## src/design/isa_pkg.sv

```systemverilog
`timescale 1ns / 1ps
// ----------------------------------------------------------------------------
// isa_pkg
// Types, operation codes and sizes shared by the indexed shift array unit.
// ----------------------------------------------------------------------------
package isa_pkg;

  localparam int unsigned DEF_CAPACITY   = 16;
  localparam int unsigned WORD_W         = 32;
  localparam int unsigned POS_W          = 5;
  localparam int unsigned COUNT_W        = 5;
  localparam int unsigned OP_W           = 2;
  localparam logic [COUNT_W-1:0] LIMIT_RESET = 5'd10;

  // Operation codes
  localparam logic [OP_W-1:0] OP_APPEND = 2'd0;
  localparam logic [OP_W-1:0] OP_INSERT = 2'd1;
  localparam logic [OP_W-1:0] OP_DELETE = 2'd2;

  // Command transaction
  typedef struct packed {
    logic [OP_W-1:0]          op;
    logic [POS_W-1:0]         index;
    logic signed [WORD_W-1:0] value;
  } cmd_t;

  // Response transaction
  typedef struct packed {
    logic                     accepted;
    logic signed [WORD_W-1:0] removed_value;
    logic [COUNT_W-1:0]       entry_count;
  } rsp_t;

  // Broadcast from the controller to every cell; only accepted ops are set
  typedef struct packed {
    logic                     do_append;
    logic                     do_insert;
    logic                     do_delete;
    logic [POS_W-1:0]         pos;
    logic [COUNT_W-1:0]       count;
    logic signed [WORD_W-1:0] value;
  } cell_ctl_t;

endpackage

```

## src/design/isa_cell.sv

```systemverilog
`timescale 1ns / 1ps
// ----------------------------------------------------------------------------
// isa_cell
// One array slot: loads the new word, its left or right neighbor, or holds.
// ----------------------------------------------------------------------------
module isa_cell #(
  parameter int unsigned IDX = 0
) (
  input  logic                             clk,
  input  isa_pkg::cell_ctl_t               ctl,
  input  logic signed [isa_pkg::WORD_W-1:0] left,
  input  logic signed [isa_pkg::WORD_W-1:0] right,
  input  logic signed [isa_pkg::WORD_W-1:0] rmv_in,
  output logic signed [isa_pkg::WORD_W-1:0] rmv_out,
  output logic signed [isa_pkg::WORD_W-1:0] word
);
  import isa_pkg::*;

  logic signed [WORD_W-1:0] word_next;
  logic                     at_pos;
  logic                     at_count;
  logic                     above_pos;
  logic                     in_live;
  logic                     below_last;

  // Position of this slot against the broadcast index and count
  assign at_pos     = (IDX == int'(ctl.pos));
  assign at_count   = (IDX == int'(ctl.count));
  assign above_pos  = (IDX >  int'(ctl.pos));
  assign in_live    = (IDX <= int'(ctl.count));
  assign below_last = ((IDX + 1) < int'(ctl.count));

  // Shift select
  always_comb begin
    word_next = word;
    if (ctl.do_append && at_count) begin
      word_next = ctl.value;
    end else if (ctl.do_insert) begin
      if (at_pos) begin
        word_next = ctl.value;
      end else if (above_pos && in_live) begin
        word_next = left;
      end
    end else if (ctl.do_delete && (at_pos || above_pos) && below_last) begin
      word_next = right;
    end
  end

  always_ff @(posedge clk) begin
    word <= word_next;
  end

  // Removed word travels along the chain; only the slot at pos contributes
  assign rmv_out = rmv_in | ((ctl.do_delete && at_pos) ? word : '0);

endmodule

```

## src/design/indexed_shift_array_unit.sv

```systemverilog
`timescale 1ns / 1ps
// The response is registered at the edge the command is taken.
// Throughput: one command per cycle; a stalled response stalls the command side.
// Every slot shifts in parallel in the same cycle, so insert and delete cost
// the same as append. Reset clears the count, the response valid and sets
// the capacity limit to 10; stored words are not cleared.
// ----------------------------------------------------------------------------
// indexed_shift_array_unit
// Bounded ordered array with append, insert at index and delete at index.
// ----------------------------------------------------------------------------
module indexed_shift_array_unit #(
  parameter int unsigned CAPACITY = isa_pkg::DEF_CAPACITY
) (
  input  logic                          clk,
  input  logic                          rst,
  input  logic                          cmd_valid,
  output logic                          cmd_stall,
  input  isa_pkg::cmd_t                 cmd,
  output logic                          rsp_valid,
  input  logic                          rsp_stall,
  output isa_pkg::rsp_t                 rsp,
  input  logic                          cfg_valid,
  output logic                          cfg_ready,
  input  logic [isa_pkg::COUNT_W-1:0]   cfg_data
);
  import isa_pkg::*;

  logic [COUNT_W-1:0]       cap_limit;
  logic [COUNT_W-1:0]       count;
  logic [COUNT_W-1:0]       count_next;
  logic                     take;
  logic                     room;
  logic                     ins_ok;
  logic                     del_ok;
  logic                     app_ok;
  cell_ctl_t                ctl;
  logic signed [WORD_W-1:0] words [CAPACITY];
  logic signed [WORD_W-1:0] rmv   [CAPACITY+1];

  // Handshakes
  assign cfg_ready = 1'b1;
  assign cmd_stall = rsp_valid && rsp_stall;
  assign take      = cmd_valid && !cmd_stall;

  // Configuration register
  always_ff @(posedge clk) begin
    if (rst) begin
      cap_limit <= LIMIT_RESET;
    end else if (cfg_valid && cfg_ready) begin
      cap_limit <= cfg_data;
    end
  end

  // Operation checks
  assign room   = (count < cap_limit) && (32'(count) < 32'(CAPACITY));
  assign app_ok = (cmd.op == OP_APPEND) && room;
  assign ins_ok = (cmd.op == OP_INSERT) && room && (cmd.index <= count);
  assign del_ok = (cmd.op == OP_DELETE) && (cmd.index < count);

  always_comb begin
    count_next = count;
    if (app_ok || ins_ok) begin
      count_next = count + 1'b1;
    end else if (del_ok) begin
      count_next = count - 1'b1;
    end
  end

  // Broadcast to the cells
  assign ctl.do_append = take && app_ok;
  assign ctl.do_insert = take && ins_ok;
  assign ctl.do_delete = take && del_ok;
  assign ctl.pos       = cmd.index;
  assign ctl.count     = count;
  assign ctl.value     = cmd.value;

  // Chain of cells
  assign rmv[0] = '0;
  for (genvar i = 0; i < CAPACITY; i++) begin : g_cell
    logic signed [WORD_W-1:0] left_word;
    logic signed [WORD_W-1:0] right_word;
    if (i == 0) begin : g_first
      assign left_word = '0;
    end else begin : g_mid_l
      assign left_word = words[i-1];
    end
    if (i == CAPACITY - 1) begin : g_last
      assign right_word = '0;
    end else begin : g_mid_r
      assign right_word = words[i+1];
    end
    isa_cell #(
      .IDX(i)
    ) u_cell (
      .clk    (clk),
      .ctl    (ctl),
      .left   (left_word),
      .right  (right_word),
      .rmv_in (rmv[i]),
      .rmv_out(rmv[i+1]),
      .word   (words[i])
    );
  end

  // Count and response register
  always_ff @(posedge clk) begin
    if (rst) begin
      count     <= '0;
      rsp_valid <= 1'b0;
    end else begin
      if (take) begin
        count     <= count_next;
        rsp_valid <= 1'b1;
      end else if (!rsp_stall) begin
        rsp_valid <= 1'b0;
      end
    end
  end

  always_ff @(posedge clk) begin
    if (take) begin
      rsp.accepted      <= app_ok || ins_ok || del_ok;
      rsp.removed_value <= rmv[CAPACITY];
      rsp.entry_count   <= count_next;
    end
  end

endmodule

```

## config.mk

```make
export PLATFORM = sky130hd
export DESIGN_NAME = indexed_shift_array_unit
export DESIGN_NICKNAME = d
export VERILOG_FILES = /design/src/design/isa_pkg.sv /design/src/design/isa_cell.sv /design/src/design/indexed_shift_array_unit.sv
export SDC_FILE = /design/constraint.sdc
export NUM_CORES = 2
export LEC_CHECK = 0
export BUFFER_PORTS_ARGS = -buffer_cell sky130_fd_sc_hd__buf_2
export CAP_MARGIN = 10
export CELL_PAD_IN_SITES_DETAIL_PLACEMENT = 0
export CELL_PAD_IN_SITES_GLOBAL_PLACEMENT = 1
export CORE_ASPECT_RATIO = 2
export CORE_MARGIN = 2
export CORE_UTILIZATION = 56
export DETAILED_ROUTE_END_ITERATION = 10
export PLACE_DENSITY_LB_ADDON = 0.1
export SYNTH_ARGS = -nofsm -noshare
export SYNTH_HDL_FRONTEND = slang
export SYNTH_HIERARCHICAL = 1
export SYNTH_SLANG_ARGS = --single-unit
```

## constraint.sdc

```tcl
create_clock -name clk -period 20.5 [get_ports clk]
set_input_delay 0 -clock clk [delete_from_list [all_inputs] [get_ports clk]]
set_output_delay 0 -clock clk [all_outputs]
set_load 0.02 [all_outputs]
```

# Yosys cells after proc, flatten, opt, wreduce, memory -nomap -nowiden
# Cells that the tools add are included.
dict set report word_totals {
  ff_bits 561
}
dict set report op_classes {
  addsub 2
  n_lt_le_gt_ge 50
  n_eq_ne 49
  mux 99
  bitwise 15
  n_reduce_logical 141
}
# cell count
set op_table {}
lappend op_table {{2-to-1 mux 32 bit} 95}
lappend op_table {{bitwise OR 32 bit} 15}
lappend op_table {{logical AND 1 bit} 88}
lappend op_table {{equality test 4 x 5 -> 1 bit (first input constant)} 16}
lappend op_table {{inequality test 4 x 1 -> 1 bit (second input constant)} 15}
lappend op_table {{nonzero test 3 bit} 16}
lappend op_table {{equality test 3 x 5 -> 1 bit (first input constant)} 8}
lappend op_table {{> comparator 4 x 5 -> 1 bit (first input constant)} 8}
lappend op_table {{<= comparator 4 x 5 -> 1 bit (first input constant)} 8}
lappend op_table {{< comparator 4 x 5 -> 1 bit (first input constant)} 8}
lappend op_table {{AND reduction 2 bit} 16}
lappend op_table {{equality test 2 x 5 -> 1 bit (first input constant)} 4}
lappend op_table {{> comparator 3 x 5 -> 1 bit (first input constant)} 4}
lappend op_table {{<= comparator 3 x 5 -> 1 bit (first input constant)} 4}
lappend op_table {{< comparator 3 x 5 -> 1 bit (first input constant)} 4}
lappend op_table {{logical OR 1 bit} 17}
lappend op_table {{equality test 1 x 5 -> 1 bit (first input constant)} 2}
lappend op_table {{> comparator 2 x 5 -> 1 bit (first input constant)} 2}
lappend op_table {{<= comparator 2 x 5 -> 1 bit (first input constant)} 2}
lappend op_table {{logical NOT 5 bit} 2}
lappend op_table {{< comparator 2 x 5 -> 1 bit (first input constant)} 2}
lappend op_table {{< comparator 5 bit} 2}
lappend op_table {{2-to-1 mux 5 bit} 2}
lappend op_table {{adder 5 x 1 -> 5 bit (second input constant)} 1}
lappend op_table {{14 further kinds} 15}

# Depth between registers and ports, before layout
dict set report depth {
  ltp_word 21
  ltp_mapped 26
  depth_no_buf 23
}

# Modules after synthesis
# The synthesis kept the hierarchy.
# mod n_inst cells_each area_each_um2
set modules_own_cells {}
lappend modules_own_cells {{isa_cell (g_cell[10].u_cell)} 1 271 2646.3}
lappend modules_own_cells {{isa_cell (g_cell[11].u_cell)} 1 268 2577.5}
lappend modules_own_cells {{isa_cell (g_cell[9].u_cell)} 1 270 2514.9}
lappend modules_own_cells {{isa_cell (g_cell[2].u_cell)} 1 265 2496.1}
lappend modules_own_cells {{isa_cell (g_cell[14].u_cell)} 1 265 2491.1}
lappend modules_own_cells {{isa_cell (g_cell[5].u_cell)} 1 267 2433.6}
lappend modules_own_cells {{isa_cell (g_cell[6].u_cell)} 1 232 2354.8}
lappend modules_own_cells {{isa_cell (g_cell[13].u_cell)} 1 267 2334.7}
lappend modules_own_cells {{isa_cell (g_cell[12].u_cell)} 1 266 2328.5}
lappend modules_own_cells {{isa_cell (g_cell[4].u_cell)} 1 194 2239.6}
lappend modules_own_cells {{isa_cell (g_cell[3].u_cell)} 1 151 2215.9}
lappend modules_own_cells {indexed_shift_array_unit 1 168 2202.1}
lappend modules_own_cells {{isa_cell (g_cell[8].u_cell)} 1 193 2178.3}
lappend modules_own_cells {{isa_cell (g_cell[1].u_cell)} 1 198 2117.0}
lappend modules_own_cells {{+3 rows} n/a n/a n/a}

# Worst setup path before layout
# No wires, ideal clock.
dict set report synth_timing {
  kind {register to register}
  startpoint {register count[4]}
  endpoint {register g_cell[15].u_cell/word[0] (netlist name) (enable)}
  setup_ns 0.533
  arrival_ns 11.472
  required_time_ns 19.967
  slack_ns 8.495
  path_stages_with_launch 11
  n_path_buf 2
  path_cell_list {dfxtp_1 inv_1 ha_1 nand2_1 a211o_1 buf_6 a21oi_1 nor4b_1 clkbuf_1 inv_1 o311ai_0}
}
# element line_no
set synth_lines {}
lappend synth_lines {{start, declared} indexed_shift_array_unit.sv:29} ;# logic [COUNT_W-1:0] count;
lappend synth_lines {{start signal, assigned} indexed_shift_array_unit.sv:112} ;# count <= count_next;
lappend synth_lines {{end signal, assigned} isa_cell.sv:50} ;# word <= word_next;
lappend synth_lines {{end, declared} isa_cell.sv:15} ;# output logic signed [isa_pkg::WORD_W-1:0] word

==> metrics.txt <==
# TYPE chip_impl_metric gauge
chip_impl_info{name="tritoncts_clock_tree",value="built"} 1
chip_impl_metric{name="detail_route.first_pass.iterations",unit=""} 5
chip_impl_info{name="yosys.cell_count.top_type",value="sky130_fd_sc_hd__edfxtp_1"} 1
chip_impl_metric{name="r2r_setup_slack",unit="ns"} 14.27
chip_impl_metric{name="detailedRoute.firstIterationViolations",unit=""} 2905
chip_impl_info{name="clock-root-buffer",value="sky130_fd_sc_hd__clkbuf_16"} 1
chip_impl_metric{name="effective_utilization_at_floorplan",unit="%"} 56.2
chip_impl_metric{name="ctsResizeCount",unit=""} 0
chip_impl_metric{name="layout.filler_cells",unit=""} 6008
chip_impl_metric{name="num_vias",unit=""} 32362
chip_impl_metric{name="grt.overflow.total",unit=""} 0
chip_impl_metric{name="leakage",unit="nW"} 15.0
chip_impl_metric{name="post_drt_via_cell_ratio",unit=""} 6.98
chip_impl_metric{name="finalWeightedCongestion",unit=""} 0.872
chip_impl_metric{name="postSynth.asyncResetShare",unit="%"} 0
chip_impl_info{name="yosys-top-cells-area",value="sky130_fd_sc_hd__edfxtp_1 42%, sky130_fd_sc_hd__a21o_1 9.9%, sky130_fd_sc_hd__o22ai_2 4.2%"} 1
chip_impl_metric{name="h-tree-depth",unit=""} 2
chip_impl_metric{name="finalPower",unit="mW"} 2.78
chip_impl_metric{name="final.min_clock_period",unit="ns"} 6.23
chip_impl_info{name="grt_setup_unrepaired",value="false"} 1
chip_impl_metric{name="detailedPlacementHpwl",unit="mm"} 86.5
chip_impl_metric{name="synth.ff_latch_count",unit=""} 561
chip_impl_info{name="yosys_most_used_dff",value="sky130_fd_sc_hd__edfxtp_1"} 1
chip_impl_metric{name="ys.warnings.count",unit=""} 6
chip_impl_metric{name="netlist_instances",unit=""} 3735
chip_impl_info{name="end_kind",value="flop"} 1
chip_impl_metric{name="grt_pass1_wl",unit="mm"} 197
chip_impl_info{name="outcome",value="finished, final reports clean"} 1
chip_impl_metric{name="antenna_cells_inserted",unit=""} 0
chip_impl_info{name="worst_hold_path_type",value="in2reg"} 1
chip_impl_metric{name="clk_transition_reported_paths",unit="ns"} 0.07
chip_impl_metric{name="maxSlewViolCount",unit=""} 0
chip_impl_info{name="crit_path_top_delay_cell",value="sky130_fd_sc_hd__buf_4"} 1
chip_impl_metric{name="final_min_period_over_clock_period",unit="%"} 30.4
chip_impl_metric{name="worst_pin_slew",unit="ns"} 1.24
chip_impl_metric{name="synth-edff-count",unit=""} 550
chip_impl_metric{name="ios",unit=""} 90
chip_impl_metric{name="cp_max_fo",unit=""} 80
chip_impl_metric{name="die_area",unit="um^2"} 72000
chip_impl_metric{name="first_global_vias",unit=""} 32836
chip_impl_metric{name="power.density_cell_area",unit="nW/um^2"} 67.0
chip_impl_metric{name="fp.dieW",unit="um"} 191
chip_impl_metric{name="setup_tns",unit="ns"} 0
chip_impl_metric{name="antenna_violations_before_repair",unit=""} 1
chip_impl_info{name="timing.critical_path.mode_cell",value="sky130_fd_sc_hd__buf_4"} 1
chip_impl_metric{name="maxClockFrequency",unit="MHz"} 161
chip_impl_metric{name="multi_input_area",unit="um^2"} 20400
chip_impl_info{name="netlist.top_cell.by_area",value="sky130_fd_sc_hd__edfxtp_1"} 1
chip_impl_metric{name="cts_buffer_depth",unit=""} 3
chip_impl_metric{name="slew-limit-headroom",unit="%"} 17.2
chip_impl_metric{name="max_stage_delay",unit="ns"} 0.83
chip_impl_metric{name="num_rows",unit=""} 137
chip_impl_metric{name="cp_data_required_time",unit="ns"} 20.86
chip_impl_metric{name="cts_made_buffers",unit=""} 54
chip_impl_metric{name="final.setup_skew",unit="ns"} 0.0255
chip_impl_metric{name="clock-sinks",unit=""} 561
chip_impl_metric{name="timing_hold_violations_final",unit=""} 0
chip_impl_metric{name="synth_cell_types",unit=""} 110
chip_impl_metric{name="grt_max_degree",unit=""} 179
chip_impl_metric{name="areaGrowthSynthToFinish",unit="%"} 6.21
chip_impl_metric{name="netlist.area_leader.share",unit="%"} 42.3
chip_impl_info{name="worstPathCellList",value="buf_4 > inv_1 > ha_1 > nand2_1 > a211o_1 > a21oi_1 > nor4b_2 > buf_4 > buf_4 > buf_4 > buf_4 > mux2_2 > mux2_2"} 1
chip_impl_metric{name="maxCapViolCount",unit=""} 0
chip_impl_metric{name="netlist_area",unit="um^2"} 39000
chip_impl_metric{name="grtUsageTotal",unit="%"} 35.4
chip_impl_metric{name="yosysSeqAreaShare",unit="%"} 42.9
chip_impl_metric{name="net_count_of_the_finished_layout",unit=""} 3749
chip_impl_metric{name="finalWirelength",unit="mm"} 130
chip_impl_metric{name="layout.area.seq",unit="um^2"} 16700
chip_impl_info{name="crit_type",value="reg2reg"} 1
chip_impl_metric{name="wire_per_inst",unit="um"} 28.0
chip_impl_metric{name="floorplan.die.height",unit="um"} 377
chip_impl_metric{name="avgSynthCellArea",unit="um^2"} 10.5
chip_impl_metric{name="antenna_left",unit=""} 0
chip_impl_metric{name="core_area",unit="um^2"} 69400
chip_impl_metric{name="drc",unit=""} 0
chip_impl_metric{name="port-buffer-count",unit=""} 88
chip_impl_info{name="commonest_cells_post_synth",value="550 x sky130_fd_sc_hd__edfxtp_1, 515 x sky130_fd_sc_hd__a21o_1, 253 x sky130_fd_sc_hd__o22ai_1"} 1
chip_impl_metric{name="post_route_cells_drive_above_1_share",unit="%"} 18.5
chip_impl_metric{name="largest_voltage_drop_on_the_vdd_net",unit="mV"} 0.0653
chip_impl_metric{name="crit_arrival",unit="ns"} 6.59
chip_impl_metric{name="clock_latency",unit="ns"} 0.62
chip_impl_info{name="worstSetupStartpointType",value="flop"} 1
chip_impl_metric{name="finalSetupViolations",unit=""} 0
## cell usage in the layout, fill, tap and decap left out, drive strengths merged, types with 8 or more instances in the layout
| master | n |
|---|---|
| and2 | 12 |
| o31ai | 35 |
| nand2 | 53 |
| a31oi | 73 |
| and3 | 8 |
| conb | 65 |
| a21oi | 182 |
| nor3 | 228 |
| inv | 32 |
| or2 | 13 |
| clkbuf | 73 |
| edfxtp | 550 |
| or4 | 8 |
| clkinv | 21 |
| buf | 184 |
| nand4 | 40 |
| nor2b | 35 |
| mux2 | 160 |
| ha | 11 |
| mux2i | 68 |
| o21ai | 29 |
| o22ai | 384 |
| nor4 | 224 |
| nor2 | 251 |
| dlygate4sd3 | 18 |
| nand2b | 235 |
| or3 | 35 |
| a32oi | 32 |
| nand3 | 52 |
| a21o | 515 |
| dfxtp | 11 |
## worst paths after layout
kind / start / endpoint / depth (start not counted)
worst max-delay path: count[3] / g_cell[7].u_cell/word[19] / 13
worst min register to register: g_cell[15].u_cell/word[28] / rsp[33] / 1
worst max register to register: count[3] / g_cell[7].u_cell/word[19] / 13
worst min-delay path: cmd[38] / count[0] / 5
## metrics by stage
stage | util, % | cell area, um^2 | setup slack (ns) | hold WS (ns) | cells
2_1_floorplan | - | 39300 | 8.49 | 0.124 | 3798
3_3_place_gp | 56.8 | 39500 | 14.49 | 0.225 | 4511
3_5_place_dp | 56.8 | 39500 | 14.34 | 0.231 | 4511
4_1_cts | 59.5 | 41300 | 14.32 | 0.00702 | 4629
5_1_grt | 59.7 | 41500 | 13.91 | 0.0358 | 4636
6_report | 59.7 | 41500 | 14.27 | 0.0475 | 4636
## per-layer routing
| metal | track usage, % | share of wire, % | vias up |
|---|---|---|---|
| li1 | - | - | 14466 |
| met1 | 39.5 | 36 | 16153 |
| met2 | 65.1 | 53 | 1333 |
| met3 | 2.85 | 4.3 | 408 |
| met4 | 20.5 | 6.4 | 2 |
| met5 | 0 | 0.010 | - |
## worst max-delay path: cells and delay by family, from the launching register on
family | cells | cell delay (ns)
compound gates | 2 | 0.49
fa+ha+maj | 1 | 0.28
simple gates | 2 | 0.38
buf+inv | 6 | 3.41
flops | 1 | 0.65
mux | 2 | 0.68
## where the power goes
group	leakage (nW)	internal [mW]	switching, mW
sequential	5.06	1.29	0.0218
clock	0.789	0.530	0.465
combinational	9.19	0.174	0.293
## state kept, by name (all words and copies together) (netlist names)
| register | cells |
|---|---|
| rsp_valid | 1 |
| rsp | 38 |
| count | 5 |
| g_cell.u_cell/word | 512 |
| cap_limit | 5 |
## kinds of logic after synthesis
kind of cell,synth area share [%]
AOI/OAI and AO/OA,25.3
xor gates and xnor gates,0.0897
adders and majority gates,0.378
buffers and inverters,6.21
DFF,42.9
muxes,6.93
other,0.0192
and+or+nand+nor,18.2
## timing repair
action | in CTS | in global routing
buffers inserted | 0 | 0
hold buffers | 18 | 0
hold endpoints to repair | 10 | 0
## layout make-up
type	count	share of cell area, %
Multi-Input combinational cell	2839	49.1
Inverter	31	0.281
Sequential cell	561	40.4
Clock buffer	73	3.48
Tap cell	903	2.73
Timing Repair Buffer	202	3.57
Clock inverter	27	0.486
(Power assumes the default switching activity.)
